<file path="config.mk">
export PLATFORM = sky130hd
export DESIGN_NAME = pmcc_csr
export DESIGN_NICKNAME = d
export VERILOG_FILES = /design/src/rtl/pmcc_pkg.sv /design/src/rtl/pmcc_csr.sv
export SDC_FILE = /design/constraint.sdc
export NUM_CORES = 1
export LEC_CHECK = 0
export ABC_AREA = 1
export BUFFER_PORTS_ARGS = -buffer_cell sky130_fd_sc_hd__buf_4
export CORE_ASPECT_RATIO = 1.5
export CORE_MARGIN = 3
export CORE_UTILIZATION = 46
export CTS_CLUSTER_DIAMETER = 30
export CTS_CLUSTER_SIZE = 28
export DETAILED_ROUTE_END_ITERATION = 10
export PLACE_DENSITY_LB_ADDON = 0.2
export SYNTH_ARGS = -nofsm -noshare
export SYNTH_HDL_FRONTEND = slang
export SYNTH_SLANG_ARGS = --single-unit
</file>
<file path="constraint.sdc">
create_clock -name clock -period 1.4 [get_ports clock]
set_input_delay 0.07 -clock clock [delete_from_list [all_inputs] [get_ports clock]]
set_output_delay 0.07 -clock clock [all_outputs]
set_load 0.02 [all_outputs]
</file>
<file path="src/rtl/pmcc_pkg.sv">
// shared constants and types for the pixel mask collision checker
package pmcc_pkg;

   localparam int MAX_WIDTH  = 32;
   localparam int MAX_HEIGHT = 32;
   localparam int MAX_FRAMES = 8;

   localparam int STORE_DEPTH = MAX_FRAMES * MAX_HEIGHT;
   localparam int ADDR_BITS   = $clog2(STORE_DEPTH);
   localparam int ROW_BITS    = $clog2(MAX_HEIGHT);
   localparam int CNT_BITS    = $clog2(MAX_HEIGHT + 1);
   localparam int SHIFT_BITS  = $clog2(MAX_WIDTH);
   localparam int SPAN_BITS   = $clog2(MAX_WIDTH + 1);
   localparam int COORD_BITS  = 18;

   localparam int CSR_ADDR_BITS = 5;
   localparam int CSR_DATA_BITS = 32;

   // register indexes
   localparam logic [2:0] REG_A_WIDTH  = 3'd0;
   localparam logic [2:0] REG_A_HEIGHT = 3'd1;
   localparam logic [2:0] REG_A_FRAMES = 3'd2;
   localparam logic [2:0] REG_B_WIDTH  = 3'd3;
   localparam logic [2:0] REG_B_HEIGHT = 3'd4;
   localparam logic [2:0] REG_B_FRAMES = 3'd5;

   localparam logic OP_LOAD  = 1'b0;
   localparam logic OP_CHECK = 1'b1;
   localparam logic MAP_A    = 1'b0;
   localparam logic MAP_B    = 1'b1;

   typedef struct packed {
      logic [5:0] a_width;
      logic [5:0] a_height;
      logic [3:0] a_frames;
      logic [5:0] b_width;
      logic [5:0] b_height;
      logic [3:0] b_frames;
   } cfg_type;

endpackage

</file>
<file path="src/rtl/pmcc_csr.sv">
// configuration registers behind the apb-style port
module pmcc_csr import pmcc_pkg::*; (
   input  logic                     clock,
   input  logic                     reset,
   input  logic                     psel,
   input  logic                     penable,
   input  logic                     pwrite,
   input  logic [CSR_ADDR_BITS-1:0] paddr,
   input  logic [CSR_DATA_BITS-1:0] pwdata,
   output logic [CSR_DATA_BITS-1:0] prdata,
   output logic                     pready,
   output cfg_type                  cfg
);

   cfg_type    cfg_ff;
   cfg_type    cfg_in;
   logic [2:0] index;
   logic       wr_en;

   assign index  = paddr[4:2];
   assign wr_en  = psel && penable && pwrite;
   assign pready = 1'b1;

   always_comb begin
      cfg_in = cfg_ff;
      if (wr_en) begin
         case (index)
            REG_A_WIDTH:  cfg_in.a_width  = pwdata[5:0];
            REG_A_HEIGHT: cfg_in.a_height = pwdata[5:0];
            REG_A_FRAMES: cfg_in.a_frames = pwdata[3:0];
            REG_B_WIDTH:  cfg_in.b_width  = pwdata[5:0];
            REG_B_HEIGHT: cfg_in.b_height = pwdata[5:0];
            REG_B_FRAMES: cfg_in.b_frames = pwdata[3:0];
            default:      cfg_in = cfg_ff;
         endcase
      end
   end

   always_ff @(posedge clock) begin
      if (reset) begin
         cfg_ff.a_width  <= 6'(MAX_WIDTH);
         cfg_ff.a_height <= 6'(MAX_HEIGHT);
         cfg_ff.a_frames <= 4'(MAX_FRAMES);
         cfg_ff.b_width  <= 6'(MAX_WIDTH);
         cfg_ff.b_height <= 6'(MAX_HEIGHT);
         cfg_ff.b_frames <= 4'(MAX_FRAMES);
      end else begin
         cfg_ff <= cfg_in;
      end
   end

   always_comb begin
      case (index)
         REG_A_WIDTH:  prdata = CSR_DATA_BITS'(cfg_ff.a_width);
         REG_A_HEIGHT: prdata = CSR_DATA_BITS'(cfg_ff.a_height);
         REG_A_FRAMES: prdata = CSR_DATA_BITS'(cfg_ff.a_frames);
         REG_B_WIDTH:  prdata = CSR_DATA_BITS'(cfg_ff.b_width);
         REG_B_HEIGHT: prdata = CSR_DATA_BITS'(cfg_ff.b_height);
         REG_B_FRAMES: prdata = CSR_DATA_BITS'(cfg_ff.b_frames);
         default:      prdata = '0;
      endcase
   end

   assign cfg = cfg_ff;

endmodule
</file>
# After elaboration in Yosys (flattened, before gate mapping)
# Index checks and enable logic that the tools add are counted.
dict set report totals {
  elab_cells 21
  output_inout_bits 65
  register_bits 32
  input_bits 42
}
dict set report classes {
  n_eq_ne 5
  n_reduce_logical 9
  muxes 1
}
# cell n
set ops {}
lappend ops {{$pmux 6 s6} 1}
lappend ops {{$reduce_and 2->1} 6}
lappend ops {{$eq 3x2->1 const B} 2}
lappend ops {{$eq 3x3->1 const B} 2}
lappend ops {{$eq 3x1->1 const B} 1}
lappend ops {{$logic_not 3->1} 1}
lappend ops {{$logic_and 1x1->1} 2}

# Depth between registers and ports, before layout
dict set report depth {
  word_depth 3
  ltp_mapped 8
  ltp_nobuf 7
}

# Least setup slack after synthesis
# Ideal clock, no wire load.
dict set report synth_path {
  path_type {input-to-output}
  startpoint {input port paddr[3]}
  endpoint {output port prdata[3]}
  setup_slack_ns 0.390
  required_time_ns 1.330
  arrival_time_ns 0.940
  path_stages 8
  path_buffers 1
  path_cell_list {buf_4 > inv_2 > nand2_1 > nor2_2 > nand2_1 > nand2_1 > inv_1 > nand2_1}
}
dict set report synth_via {
  elab_chain_len 2
  elab_cells_between_ends 7
  cone_classes {eq/ne (5); mux (1); reduce/logical (1)}
}
# element line
set synth_lines {}
lappend synth_lines {{from (decl)} pmcc_csr.sv:8} ;# input logic [CSR_ADDR_BITS-1:0] paddr,
lappend synth_lines {{$eq 3x3->1, or another cell as far along} pmcc_csr.sv:53} ;# case (index)
lappend synth_lines {{$pmux 6 s6 (*)} pmcc_csr.sv:53}
lappend synth_lines {{to (decl)} pmcc_csr.sv:10} ;# output logic [CSR_DATA_BITS-1:0] prdata,
# Every way passes the cells marked *; elsewhere a longest branch is shown, timed or not.

# Final worst setup path
dict set report layout_path {
  startpoint {input port paddr[3]}
  endpoint {output port prdata[5]}
}
# Same word-level chain as after synthesis.

==> flow_summary.yaml <==
outcome:
  outcome: "complete, no violations"
clock_network:
  ctsHtreeMaxLevel: 2
  clkSlewWorstSetupHoldPaths_ns: 0.07
  root_buffer: "clkbuf_8"
  cts_setup_buffers: 0
  cts_tree: "done"
  cts_buffer_depth: 2
  cts-resized-gates: 0
  cts_buffers: 5
  worstSkewPairLatency_ns: 0.28
  hold_buffers: 0
  cts_sinks: 32
flow_run:
  cap_violations: 0
logic_synthesis:
  synth_cell_type_count: 18
  synthAdderAreaFrac: 0
  synthMuxAreaShare: 0
  synth_seq_cells: 32
  synthXorXnorAreaFrac: 0
  synthCells: 288
  ys_seq_area_frac: 0.348
  synthSimpleGateAreaFrac: 0.447
  syn_avg_cell_area_um2: 6.40
  yosysWarnings: 0
  synth_compound_area_frac: 0.0244
  syn-cell-area_um2: 1840
  synth_top_family_by_area: "simple AND/OR/NAND/NOR gates"
min_path:
  whs_endpoint: "cfg[19]$_SDFFE_PP1P_"
  worstHoldPathType: "input port to flop"
  min_from: "pwdata[3]"
  whs_path_depth: 3
global_route:
  grt_pass1_vias: 1560
  overflow: 0
  grt_pass1_wl_um: 7290
  grt_max_degree: 33
  antenna_found_initial: 0
  grtUsageTotal: 0.191
floorplan:
  ios: 107
  dieHeight_um: 83.5
  fp.coreArea_um2: 3750
  start_util: 0.491
  rows: 27
  die-area_um2: 4820
  die_w_um: 57.7
timing:
  hold_violations: 0
  setup_viol: 0
  fmax_mhz: 803
  skew_ns: 0
  finalCritPeriodShare: 0.889
  timing.final.max_slew_violations: 0
  finalCriticalPeriod_ns: 1.24
  tns_ns: 0
  rsz0062_at_grt: "no"
pwr:
  power.internal_mw: 1.41
  p_leak_nw: 1.11
  pwr-share-seq: 0.474
  combPwrFrac: 0.156
  power_density_nw_per_um2: 874
  p_switching_mw: 0.555
  p_clk_frac: 0.369
  peakVddDrop_v: 0.000626
  power_switching_share: 0.283
placement:
  place_congestion: 0.845
  placed_cell_area_um2: 2160
  io_buffer_count: 51
  dpl.hpwl_um: 3390
worst_setup_path:
  crit_required_ns: 1.33
  crit_type: "input port to output pin"
  reg2reg_slack_ns: 0.77
  r2r_start: "cfg[25]$_SDFFE_PP1P_"
  worstSetupStartpointType: "input port"
  rr_worst_depth: 2
  crit_arrival_ns: 1.17
  crit_fanout: 10
  r2r-end: "cfg[25]$_SDFFE_PP1P_"
  setup.worst_path.end_class: "output pin"
detailed_routing:
  ant_nets: 0
  wirelength_um: 4540
  first_pass_iters: 4
  remaining_drc_errors: 0
  detail_route.wl_per_cell_um: 11.9
  vias: 1827
  first_iter_violations: 58
  via_per_inst: 4.77
layout:
  antenna_cells: 0
  fin_nets: 381
  final_area_um2: 2250
  largest_reg_flops: 32
  area_growth_pct: 21.9
  layout-drive-gt1-share: 0.224
per-layer routing:
| metal | track usage | vias to the layer above | share of wire |
|---|---|---|---|
| met5 | 0 | - | 0 |
| met4 | 0.0570 | 0 | 0.012 |
| met3 | 0.0294 | 5 | 0.076 |
| met2 | 0.328 | 71 | 0.51 |
| met1 | 0.240 | 801 | 0.40 |
| li1 | - | 950 | - |
cell type report:
class,instances,area [um2]
clock buffers,8,90.1
fillers,383,1500
inverters,19,71.3
multi-input cells,225,971
flip-flops and latches,32,641
well taps,43,53.8
repair buffers,56,420
power groups by stage:
stage	registers, mW	logic [mW]	clock network (mW)
2_1_floorplan	0.965	0.258	0
3_5_place_dp	0.952	0.306	0
6_report	0.932	0.307	0.725
3_3_place_gp	0.952	0.304	0
5_1_grt	0.933	0.338	0.792
4_1_cts	0.932	0.306	0.731
worst max-delay path by stage:
stage / from / endpoint / slack (ns)
floorplan: paddr[3] / prdata[3] / 0.39
global placement: paddr[3] / prdata[5] / 0.16
detailed placement: paddr[3] / prdata[5] / 0.17
CTS: paddr[3] / prdata[5] / 0.16
global route: paddr[3] / prdata[5] / 0.01
finish: paddr[3] / prdata[5] / 0.16
synthesized netlist by cell type:
cell	instances	area, um2
nand2_2	1	6.26
buf_4	29	218
buf_2	5	25.0
clkbuf_1	1	3.75
dfxtp_1	32	641
nor2_2	5	31.3
nand3_2	2	20.0
nand3_1	34	170
inv_1	16	60.1
conb_1	2	7.51
buf_1	2	7.51
nor2_1	62	233
nand2_1	73	274
o21ai_0	6	30.0
a21oi_1	3	15.0
nand4_1	9	56.3
nor2_4	3	33.8
inv_2	3	11.3
worst max-delay path, stage by stage:
cell and delay [ns]:
buf_4 0.16, inv_2 0.15, nand2_1 0.11, nor2_2 0.29
nand2_1 0.09, nand2_1 0.07, inv_1 0.04, nand2_1 0.06
buf_4 0.13
per-stage QoR:
step                      power [mW]   util  cells  hold WS [ns]  setup WS [ns]
after global placement          1.26  0.575    375         0.314          0.157
final                           1.96  0.599    383        0.0319          0.155
after floorplan                 1.22      -    313         0.196          0.390
after global routing            2.06  0.599    383        0.0487         0.0107
after detailed placement        1.26  0.575    375         0.318          0.168
after CTS                       1.97  0.599    383        0.0294          0.158
layout by cell type (no fill, tap or decap), types with 6 or more instances in the layout:
cell type / count
conb_1: 27
dfxtp_1: 32
nand4_1: 9
buf_4: 56
nor2_1: 62
inv_1: 16
o21ai_0: 6
nand2_1: 73
nand3_1: 34
clkbuf_8: 6
logic make-up after synthesis:
kind of cell	count (synthesis)
and+or+nand+nor	189
DFF	32
other	2
AOI/OAI and AO/OA	9
buffers and inverters	56
(Power assumes the default switching activity.)
